## src/design/afsc_pkg.sv

```systemverilog
`default_nettype none

package afsc_pkg;

   // Width of an unpacked mantissa, hidden bit included.
   localparam int unsigned MantBits = 24;
   localparam int unsigned SigBitsWidth = 5;
   localparam int unsigned SigBitsMax = 23;
   localparam logic [SigBitsWidth-1:0] SigBitsReset = 5'd23;

   // Biased exponent offsets for the frexp-style unpacking.
   localparam int NormBias = 126;
   localparam int DenormBias = 148;

   typedef struct packed {
      logic [31:0] value_a;
      logic [31:0] value_b;
      logic        last;
   } req_item_type;

   typedef struct packed {
      logic element_match;
      logic block_match;
      logic block_done;
   } rsp_item_type;

   typedef struct packed {
      logic [MantBits-1:0] mant;
      logic signed [9:0]   expo;
   } unpacked_type;

   // Shift applied to both mantissas: MantBits minus keep_bits clamped to 1..23.
   function automatic logic [SigBitsWidth-1:0] sig_shift(input logic [SigBitsWidth-1:0] sig);
      logic [SigBitsWidth-1:0] s;
      s = sig;
      if (s == '0) begin
         s = SigBitsWidth'(1);
      end else if (s > SigBitsWidth'(SigBitsMax)) begin
         s = SigBitsWidth'(SigBitsMax);
      end
      return SigBitsWidth'(MantBits) - s;
   endfunction

endpackage

`default_nettype wire

```

## src/design/approx_float32_stream_compare.sv

```systemverilog
`default_nettype none

// Approximate single-precision stream compare. Each item is a pair of raw
// IEEE single values plus a last marker; each result reports whether the pair
// matches within one unit in the leading keep_bits mantissa bits, the running
// AND over the current block, and a copy of last. The block takes one item
// per clock while the result side keeps up, and gives one result per item:
// an item is latched into an input register, compared by combinational logic,
// and moves into the result register when that register is empty or being
// read out. The input register refills in the same cycle that it hands its
// item on, so back-to-back items flow without bubbles while the result side
// keeps up. The user must write keep_bits through the csr port only while no
// item is in flight; the block itself does not enforce this. keep_bits resets
// to 23.

module approx_float32_stream_compare (
   input  wire logic                                  clock,
   input  wire logic                                  reset,
   input  wire logic                                  req_valid,
   output logic                                       req_ready,
   input  wire afsc_pkg::req_item_type                req_data,
   output logic                                       rsp_valid,
   input  wire logic                                  rsp_ready,
   output afsc_pkg::rsp_item_type                     rsp_data,
   input  wire logic                                  csr_valid,
   output logic                                       csr_ready,
   input  wire logic [afsc_pkg::SigBitsWidth-1:0]     csr_keep_bits
);

   logic                                  csr_take;
   logic [afsc_pkg::SigBitsWidth-1:0]     shift_val_ff;
   logic [afsc_pkg::SigBitsWidth-1:0]     shift_val_in;
   logic                                  s1_valid_ff;
   logic                                  s1_valid_in;
   afsc_pkg::req_item_type                s1_data_ff;
   logic                                  out_valid_ff;
   logic                                  out_valid_in;
   afsc_pkg::rsp_item_type                out_data_ff;
   afsc_pkg::rsp_item_type                out_data_in;
   logic                                  all_match_ff;
   logic                                  all_match_in;
   logic                                  out_open;
   logic                                  s1_move;
   logic                                  req_take;
   logic                                  element_match;

   afsc_pair_cmp u_pair_cmp (
      .value_a (s1_data_ff.value_a),
      .value_b (s1_data_ff.value_b),
      .shift   (shift_val_ff),
      .match   (element_match)
   );

   assign csr_ready = 1'b1;
   assign csr_take  = csr_valid && csr_ready;

   always_comb begin
      out_open = !out_valid_ff || rsp_ready;
      s1_move = s1_valid_ff && out_open;
      req_ready = !s1_valid_ff || out_open;
      req_take = req_valid && req_ready;

      s1_valid_in = req_take || (s1_valid_ff && !s1_move);
      out_valid_in = s1_move || (out_valid_ff && !rsp_ready);

      out_data_in.element_match = element_match;
      out_data_in.block_match = all_match_ff && element_match;
      out_data_in.block_done = s1_data_ff.last;

      all_match_in = all_match_ff;
      if (s1_move) begin
         all_match_in = s1_data_ff.last ? 1'b1 : out_data_in.block_match;
      end

      shift_val_in = shift_val_ff;
      if (csr_take) begin
         shift_val_in = afsc_pkg::sig_shift(csr_keep_bits);
      end
   end

   always_ff @(posedge clock) begin
      if (reset) begin
         s1_valid_ff <= 1'b0;
         out_valid_ff <= 1'b0;
         all_match_ff <= 1'b1;
         shift_val_ff <= afsc_pkg::sig_shift(afsc_pkg::SigBitsReset);
      end else begin
         s1_valid_ff <= s1_valid_in;
         out_valid_ff <= out_valid_in;
         all_match_ff <= all_match_in;
         shift_val_ff <= shift_val_in;
      end
   end

   always_ff @(posedge clock) begin
      if (req_take) begin
         s1_data_ff <= req_data;
      end
      if (s1_move) begin
         out_data_ff <= out_data_in;
      end
   end

   assign rsp_valid = out_valid_ff;
   assign rsp_data  = out_data_ff;

endmodule

`default_nettype wire

```

## src/design/afsc_pair_cmp.sv

```systemverilog
`default_nettype none

module afsc_pair_cmp (
   input  wire logic [31:0]                           value_a,
   input  wire logic [31:0]                           value_b,
   input  wire logic [afsc_pkg::SigBitsWidth-1:0]     shift,
   output logic                                       match
);

   function automatic afsc_pkg::unpacked_type unpack(input logic [30:0] mag);
      afsc_pkg::unpacked_type r;
      logic [7:0]  bexp;
      logic [22:0] frac;
      logic [4:0]  p;
      bexp = mag[30:23];
      frac = mag[22:0];
      p = '0;
      // Position of the leading one of a denormal fraction.
      for (int i = 0; i < 23; i++) begin
         if (frac[i]) begin
            p = 5'(i);
         end
      end
      if (bexp != 8'd0) begin
         r.mant = {1'b1, frac};
         r.expo = $signed({2'b00, bexp}) - 10'(afsc_pkg::NormBias);
      end else if (frac == 23'd0) begin
         r.mant = '0;
         r.expo = '0;
      end else begin
         r.mant = {1'b0, frac} << (5'd23 - p);
         r.expo = $signed({5'b00000, p}) - 10'(afsc_pkg::DenormBias);
      end
      return r;
   endfunction

   logic [30:0]                    mag_a;
   logic [30:0]                    mag_b;
   logic                           a_neg;
   logic                           b_neg;
   logic                           b_pos;
   logic                           special;
   logic                           sign_fail;
   afsc_pkg::unpacked_type         ua;
   afsc_pkg::unpacked_type         ub;
   logic [afsc_pkg::MantBits-1:0]  ma;
   logic [afsc_pkg::MantBits-1:0]  mb;
   logic signed [9:0]              ea;
   logic signed [9:0]              eb;
   logic [afsc_pkg::MantBits-1:0]  sa;
   logic [afsc_pkg::MantBits-1:0]  sb;
   logic [afsc_pkg::MantBits:0]    diff;

   always_comb begin
      mag_a = value_a[30:0];
      mag_b = value_b[30:0];
      a_neg = value_a[31] && (mag_a != '0);
      b_neg = value_b[31] && (mag_b != '0);
      b_pos = !value_b[31] && (mag_b != '0);
      special = (mag_a[30:23] == 8'hFF) || (mag_b[30:23] == 8'hFF);
      sign_fail = a_neg ? b_pos : b_neg;

      ua = unpack(mag_a);
      ub = unpack(mag_b);
      ma = ua.mant;
      mb = ub.mant;
      ea = ua.expo;
      eb = ub.expo;
      // Unequal exponents: raise the smaller by one and halve its mantissa, which aligns a pair one apart.
      if (ea < eb) begin
         ea = ea + 10'sd1;
         ma = ma >> 1;
      end else if (eb < ea) begin
         eb = eb + 10'sd1;
         mb = mb >> 1;
      end

      sa = ma >> shift;
      sb = mb >> shift;
      diff = {1'b0, sa} - {1'b0, sb};

      match = !special && !sign_fail && (ea == eb) &&
              ((diff == '0) || (diff == (afsc_pkg::MantBits+1)'(1)) || (diff == '1));
   end

endmodule

`default_nettype wire

```

## config.mk

```make
export PLATFORM = sky130hd
export DESIGN_NAME = approx_float32_stream_compare
export DESIGN_NICKNAME = d
export VERILOG_FILES = /design/src/design/afsc_pkg.sv /design/src/design/approx_float32_stream_compare.sv /design/src/design/afsc_pair_cmp.sv
export SDC_FILE = /design/constraint.sdc
export NUM_CORES = 1
export LEC_CHECK = 0
export BUFFER_PORTS_ARGS = -buffer_cell sky130_fd_sc_hd__buf_4
export CORE_MARGIN = 5
export CORE_UTILIZATION = 57
export CTS_BUF_LIST = sky130_fd_sc_hd__clkbuf_8 sky130_fd_sc_hd__clkbuf_16
export DETAILED_ROUTE_END_ITERATION = 10
export MAX_ROUTING_LAYER = met4
export PLACE_DENSITY = 0.76
export SLEW_MARGIN = 30
export SYNTH_ARGS = -nofsm -noshare
export SYNTH_HDL_FRONTEND = slang
export SYNTH_SLANG_ARGS = --single-unit
```

## constraint.sdc

```tcl
create_clock -name clock -period 13.27 [get_ports clock]
set_input_delay 1.327 -clock clock [delete_from_list [all_inputs] [get_ports clock]]
set_output_delay 1.327 -clock clock [all_outputs]
set_load 0.05 [all_outputs]
```

Yosys cells after proc, flatten, opt, wreduce, memory -nomap -nowiden

Cells that the tools add are included.

Reduce and logical (&&, ||, !) cells: 33
Muxes and demuxes: 59
Shifts and indexed selects: 4
Magnitude comparators: 3
Add/subtract/negate cells: 10
Equality and inequality tests: 5

Operators with widths:

| cell                  | count |
|---|---|
| $mux 5                | 31 |
| $mux 34               | 4 |
| $mux 24               | 3 |
| $reduce_bool 31->1    | 2 |
| $shl 23x5->24         | 2 |
| $shr 24x5->24         | 2 |
| $logic_not 23->1      | 2 |
| $mux 4                | 8 |
| $mux 10               | 3 |
| $eq 25x1->1 const B   | 1 |
| $eq 25x25->1 const B  | 1 |
| $logic_not 25->1      | 1 |
| $sub 24x24->25        | 1 |
| $add 10x2->10 const B | 2 |
| $lt 10x10->1          | 2 |
| $sub 5x8->9 const B   | 2 |
| $sub 8x7->9 const B   | 2 |
| $eq 8x8->1 const B    | 2 |
| $reduce_bool 8->1     | 2 |
| $sub 5x5->5 const A   | 3 |
| $mux 3                | 4 |
| $logic_and 1x1->1     | 11 |
| $eq 10x10->1          | 1 |
| $logic_not 1->1       | 7 |
| other kinds (5)       | 15 |

Logic and storage cells: 124
Output and inout port bits: 6
Flip-flop bits (word level): 76
Input port bits: 75

Logic depth before layout (Yosys ltp)

Gate-level depths: netlist of the first run.

Depth after elaboration: 37
Mapped depth: 43
Depth with buffers taken out: 35

Hierarchy

A second synthesis of the first run with hierarchy kept.

Cell total of the unflattened synthesis: 1,673
Area total of the unflattened synthesis: 13,251.5 um^2

Modules (own cells, without submodules):

| module                        | times used | area each (um^2) | sequential area each (um^2) | cells an instance |
|---|---|---|---|---|
| afsc_pair_cmp                 | 1          | 10,805.4         | 0.0                         | 1,558 |
| approx_float32_stream_compare | 1          | 2,446.1          | 2,202.1                     | 115 |

Worst setup path after synthesis of the first run

OpenSTA, ideal clock, no wires.

Path type: register to register
Start: reg s1_data_ff[54] (netlist bit)
End: reg out_data_ff, in the netlist rsp_data[1] (data pin)
Data arrival time: 8.685 ns
Slack: 4.454 ns
Library setup time: 0.131 ns
Buffers on the path: 8
Stages on the path, launching flop included: 41
Required time: 13.139 ns
Path through: edfxtp_1 clkbuf_1 nor3_4 nand2_1 and2_0 buf_2 inv_2 clkbuf_1 buf_1 ha_1 inv_1 ha_1 inv_1 o21ai_0 ha_1 a21o_1 maj3_2 a21o_1 (+5 left out) mux2i_1 mux4_1 mux2i_1 a21o_1 ha_1 a21o_1 a2111o_1 a21o_1 o21ai_0 nand2_1 nor2_1 xor2_1 or4_1 or4_1 nor4_1 mux2i_1 nor3_1 and2_1

RTL lines:

| item                   | RTL line                             | source |
|---|---|---|
| from (decl)            | approx_float32_stream_compare.sv:35  | `afsc_pkg::req_item_type s1_data_ff;` |
| from (signal assigned) | approx_float32_stream_compare.sv:97  | `s1_data_ff <= req_data;` |
| to (signal assigned)   | approx_float32_stream_compare.sv:100 | `out_data_ff <= out_data_in;` |
| to (decl)              | approx_float32_stream_compare.sv:38  | `afsc_pkg::rsp_item_type out_data_ff;` |

==> flow_summary.json, run 1 <==
{
  "syn_nets": 1817,
  "p_leak_nw": 5.23,
  "rsz0062_at_grt": "false",
  "status": "finished clean",
  "cp-start-kind": "flop",
  "max_stage_delay_ns": 0.74,
  "cts.clk_slew.worst_paths_ns": 0.07,
  "crit_path_end_kind": "flop",
  "drtAntennaViolNets": 0,
  "slew_violations": 0,
  "antenna_found_initial": 0,
  "synthFlopType": "edfxtp_1",
  "syn_area_um2": 12800,
  "cts_resized": 0,
  "final-hold-violation-count": 0,
  "skew_ns": 0.00934,
  "clock_path_buffers": 2,
  "cts.sinks": 76,
  "core_area_um2": 22000,
  "worst_ep_required_time_ns": 13.49,
  "detail_route.wirelength_um": 46500,
  "cts_setup_buffers": 0,
  "cts_htree_levels": 3,
  "drtIter0Drc": 2347,
  "cts_tree": "yes",
  "maxCapViolations": 0,
  "synthCells": 1694,
  "hpwl_um": 35100,
  "powerDensity_nw_per_um2": 101,
  "grt_pass1_vias": 13500,
  "cts_buffers": 9,
  "die-area_um2": 25600,
  "async_flop_share": 0,
  "viasPerCell": 7.45,
  "fp.dieH_um": 160,
  "die_width_um": 160,
  "post_drt_wl_per_cell_um": 23.7,
  "yosysUniqueCellTypes": 108,
  "finalCritPeriodShare": 0.799,
  "io_buffers": 79,
  "slew_headroom": 0.380,
  "hold_path_class": "reg2reg",
  "std_cell_rows": 54,
  "gp_congestion": 1.07,
  "nFillCells": 1962,
  "tns_ns": 0,
  "criticalPathCategory": "reg2reg",
  "final.min_clock_period_ns": 10.60,
  "seq_area_frac_synth": 0.172,
  "initial_utilization": 0.584,
  "num_vias": 14600,
  "synth_seq_cells": 76,
  "hold_buffers": 0,
  "area_growth_pct": 6.76,
  "diodes": 0,
  "cts-root-buf": "clkbuf_16",
  "fin_cells": 1967,
  "grt_max_degree": 66,
  "grt_remaining_overflow": 0,
  "place_inst": 1950,
  "synth-edff-count": 68,
  "ir_drop_mv": 0.0604,
  "drc": 0,
  "grt_pass1_wl_um": 73900,
  "tightest_slew_ns": 0.921,
  "worstSkewPairLatency_ns": 0.36,
  "critPathSlowestCell": "nor4_1",
  "nets": 1805,
  "track_usage": 0.357,
  "fmax_ghz": 0.0943,
  "worst_ep_arrival_time_ns": 10.82,
  "setup_viol": 0,
  "yosys_warnings": 0,
  "dr.pass1.iters": 7,
  "final_layout_size_suffix_gt1_frac": 0.132,
  "avgSynthCellArea_um2": 7.57,
  "ios": 81,
  "path_max_fanout": 25
}
## cells in the mapped netlist, drive strengths merged, types with 26 or more instances
cell type | n | area (um^2)
ha | 47 | 588
nor2 | 157 | 599
o211ai | 44 | 363
a211oi | 50 | 375
buf | 45 | 274
inv | 55 | 206
nor3 | 52 | 272
clkbuf | 84 | 315
a21o | 26 | 195
nand2 | 164 | 618
o21ai | 124 | 647
nor4 | 27 | 203
nand3 | 62 | 310
a21oi | 104 | 524
mux2i | 62 | 624
xnor2 | 27 | 236
edfxtp | 68 | 2040
## report_power, final
| group | switching (W) | leakage (nW) | internal, W |
|---|---|---|---|
| Clock | 0.000122 | 0.137 | 0.000132 |
| Combinational | 0.000494 | 4.36 | 0.000327 |
| Sequential | 0.0000282 | 0.730 | 0.000277 |
## metal layers
layer | track usage | share of wire
met2 | 0.536 | 0.44
met3 | 0.0644 | 0.11
met4 | 0.134 | 0.046
met5 | - | 0
met1 | 0.482 | 0.40
## worst max-delay path, delay by kind of cell (launching register included)
family	cells	cell delay (ns)
xor gates and xnor gates	1	0.09
and+or+nand+nor	11	4.02
adders and majority gates	4	1.44
DFF	1	0.56
muxes	3	1.06
AOI/OAI and AO/OA	12	2.86
buffers and inverters	1	0.41
## cells by family after synthesis
family,share of synthesized area
compound gates,0.358
simple gates,0.226
buf+inv,0.0624
mux,0.101
flops,0.172
fa+ha+maj,0.0483
xor+xnor,0.0328
other cells,0.000292
## through the flow
step	hold WS [ns]	area (um^2)	total power (W)	setup WS (ns)	util
2_1_floorplan	0.427	12800	0.000910	4.45	-
3_3_place_gp	0.463	13400	0.00110	3.05	0.609
3_5_place_dp	0.493	13400	0.00110	2.88	0.609
4_1_cts	0.512	13700	0.00135	2.76	0.623
5_1_grt	0.541	13700	0.00146	2.11	0.623
6_report	0.508	13700	0.00138	2.67	0.623
## placed cells by master (no fill, tap or decap), drive strengths merged, types with 13 or more instances in the layout
cell and n:
nand2 164, nor2 157, o21ai 124, buf 106, a21oi 104, edfxtp 68
nand3 62, mux2i 62, inv 58, nor3 52, a211oi 50, ha 47
o211ai 44, xnor2 27, nor4 27, a21o 26, a31oi 25, o21a 22
and3 21, xor2 21, and2 21, a22oi 20, mux4 20, mux2 18
o22ai 16, or2 15, o31ai 15, a221oi 14, o221ai 14, nand2b 14
nand4 13, a221o 13, a2111oi 13
## sequential cells by signal, summed over array words and instances, names as in the netlist
| register | cells |
|---|---|
| shift_val_ff | 5 |
| s1_data_ff | 64 |
| out_data_in | 1 |
| rsp_data | 3 |
| all_match_ff | 1 |
| rsp_valid | 1 |
| s1_valid_ff | 1 |
## area by class of cell
cell class,instances,area (um^2),share of cell area
clock buffer,9,225,0.0165
clock inverter,7,68.8,0.00503
inverter,56,210,0.0154
multi-input combinational,1433,9830,0.718
sequential,76,2200,0.161
tap,280,350,0.0256
timing repair buffer,106,803,0.0587
## final timing paths
path	from	endpoint	slack [ns]	cells after the start
worst max register to register	s1_data_ff[18]$_DFFE_PP_	rsp_data[1]$_DFFE_PP_	2.67	32
worst max-delay path	s1_data_ff[18]$_DFFE_PP_	rsp_data[1]$_DFFE_PP_	2.67	32
worst min register to register	all_match_ff$_SDFFE_PP1P_	all_match_ff$_SDFFE_PP1P_	0.51	1
worst min-delay path	all_match_ff$_SDFFE_PP1P_	all_match_ff$_SDFFE_PP1P_	0.51	1
Power figures use the tool's default switching activity.
==> inputs of run 2 (changes only) <==
- ABC_AREA: unset -> 1
- PLACE_DENSITY: 0.76 -> 0.79
- clock period: 13.27 -> 8.6 ns (I/O delays scaled with it)
==> flow_summary.json, run 2 <==
{
  "status": "finished clean",
  "setup_viol": 0,
  "worstSkewPairLatency_ns": 0.36,
  "hpwl_um": 28900,
  "worstSetupPathDepth": 48,
  "ff2ff_path_depth": 48,
  "grt_max_degree": 66,
  "criticalPathCategory": "reg2reg",
  "yosys_warnings": 0,
  "p_leak_nw": 6.29,
  "seq_area_frac_synth": 0.192,
  "pre_cts_slack_ns": 0.596,
  "clock_path_buffers": 2,
  "final.min_clock_period_ns": 7.81,
  "finalCritPeriodShare": 0.909,
  "layout_common_cells": "nand3_1 (618), nand2_1 (550), inv_1 (160), nor2_1 (116), buf_4 (111)",
  "die_width_um": 152,
  "syn_area_um2": 11500,
  "worst_ep_required_time_ns": 8.91,
  "grt_remaining_overflow": 0,
  "synthFlopType": "edfxtp_1",
  "cts_buffers": 9,
  "synth-edff-count": 68,
  "synth_area_leaders": "nand3_1 (27%), nand2_1 (18%), edfxtp_1 (18%), inv_1 (5.3%), ha_1 (5.1%)",
  "std_cell_rows": 52,
  "die-area_um2": 23100,
  "tns_ns": 0,
  "yosysTopAreaCellShare": 0.269,
  "yosysUniqueCellTypes": 56,
  "ios": 81,
  "path_max_fanout": 28,
  "holdPathStages": 0,
  "cts-root-buf": "clkbuf_16",
  "yosysTopAreaCell": "nand3_1",
  "final-hold-violation-count": 0,
  "power_w": 0.00211,
  "layout_commonest_cell": "nand3_1",
  "initial_utilization": 0.573,
  "cts.sinks": 76,
  "diodes": 0,
  "yosysMostFrequentCell": "nand3_1",
  "hold_buffers": 0,
  "maxCapViolations": 0,
  "syn_nets": 2117,
  "cts_htree_levels": 3,
  "io_buffers": 79,
  "powerDensity_nw_per_um2": 168,
  "largest-register": "s1_data_ff",
  "avgSynthCellArea_um2": 5.76,
  "reg2reg_slack_ns": 0.79,
  "post_drt_wl_per_cell_um": 16.1,
  "slew_headroom": 0.431,
  "drc": 0,
  "dr.pass1.iters": 6,
  "drtAntennaViolNets": 0,
  "nFillCells": 1986,
  "grt_pass1_wl_um": 61700,
  "rsz0062_at_grt": "false",
  "regArea_um2": 2200,
  "core_area_um2": 20000,
  "gp_congestion": 1.08,
  "hold_path_class": "reg2reg",
  "worst_ep_arrival_time_ns": 8.12,
  "critPathSlowestCell": "edfxtp_1",
  "fp.dieH_um": 152,
  "nets": 2142,
  "yosys-top-cells-count": "nand3_1 (618), nand2_1 (550), inv_1 (162), nor2_1 (120), a21oi_1 (69)",
  "area_growth_pct": 9.69,
  "max_stage_delay_ns": 0.45,
  "holdWs_ns": 0.467,
  "grt_pass1_vias": 12700,
  "track_usage": 0.322,
  "synth_seq_cells": 76,
  "cp-start-kind": "flop",
  "crit_family": "simple AND/OR/NAND/NOR gates",
  "cts_tree": "yes",
  "multi_input_area_um2": 8180,
  "slew_violations": 0,
  "viasPerCell": 5.99,
  "drtIter0Drc": 1461,
  "fmax_ghz": 0.128,
  "crit_path_end_kind": "flop",
  "setup_ws_ns": 0.786,
  "synthCells": 1994,
  "final_layout_size_suffix_gt1_frac": 0.0860,
  "cts_resized": 0,
  "path_buf_inv": 5,
  "cpMostUsedCell": "nand2_1",
  "skew_ns": 0.00778,
  "cts.clk_slew.worst_paths_ns": 0.07,
  "antenna_found_initial": 0,
  "detail_route.wirelength_um": 37000,
  "tightest_slew_ns": 0.853,
  "largest_reg_flops": 64,
  "cts_setup_buffers": 0,
  "ir_drop_mv": 0.101,
  "async_flop_share": 0,
  "num_vias": 13700
}
==> run 2: cell count changes after synthesis, moves of 35 or more <==
cell | previous run | this run
nand2_1 | 163 | 550
inv_1 | 51 | 162
o21ai_0 | 103 | 52
a211oi_1 | 50 | 4
mux2i_1 | 61 | 0
nand3_1 | 62 | 618
nor2_1 | 155 | 120
==> run 2: path summary, 6_finish.rpt <==
| check | startpoint | to |
|---|---|---|
| min reg2reg | out_data_in[0]$_DFFE_PP_ | rsp_data[0]$_DFFE_PP_ |
| min | out_data_in[0]$_DFFE_PP_ | rsp_data[0]$_DFFE_PP_ |
| max reg2reg | s1_data_ff[22]$_DFFE_PP_ | all_match_ff$_SDFFE_PP1P_ |
| max | s1_data_ff[22]$_DFFE_PP_ | all_match_ff$_SDFFE_PP1P_ |
==> run 2: routing by layer <==
layer / part of all wire / track usage
met3: 0.075 / 0.0509
met4: 0.027 / 0.0938
met5: 0 / -
met2: 0.46 / 0.504
met1: 0.44 / 0.433
==> run 2: kinds of logic after synthesis <==
| kind of cell | Yosys count | share of synthesized area |
|---|---|---|
| and+or+nand+nor | 1369 | 0.535 |
| adders and majority gates | 48 | 0.0529 |
| xor gates and xnor gates | 43 | 0.0328 |
| other | 1 | 0.000326 |
| AOI/OAI and AO/OA | 177 | 0.0896 |
| DFF | 76 | 0.192 |
| buffers and inverters | 280 | 0.0979 |
==> run 2: power breakdown <==
group          switching [W]  total (W)  internal (W)
Clock               0.000197   0.000461      0.000264
Combinational       0.000790    0.00120      0.000409
Sequential         0.0000242   0.000452      0.000427
Total                0.00101    0.00211       0.00110
==> run 2: worst reg2reg max path, delay by kind of cell (launching register included) <==
kind            cells  cell delay (ns)
simple gates       28             2.95
flops               1             0.45
buf+inv             5             0.94
compound gates     10             1.99
xor+xnor            1             0.25
fa+ha+maj           4             1.16
==> run 2: cell type report <==
class / instances / share of cell area
Inverter: 181 / 0.0543
Sequential cell: 76 / 0.175
Clock inverter: 7 / 0.00923
Tap cell: 270 / 0.0268
Timing Repair Buffer: 113 / 0.0679
Clock buffer: 9 / 0.0179
Multi-Input combinational cell: 1638 / 0.649
==> run 2: stage by stage <==
step                instances   util  instance area (um^2)
floorplan                1994      -                 11500
detailed placement       2278  0.611                 12200
CTS                      2294  0.628                 12600
finish                   2294  0.629                 12600
global route             2294  0.629                 12600
global placement         2278  0.611                 12200
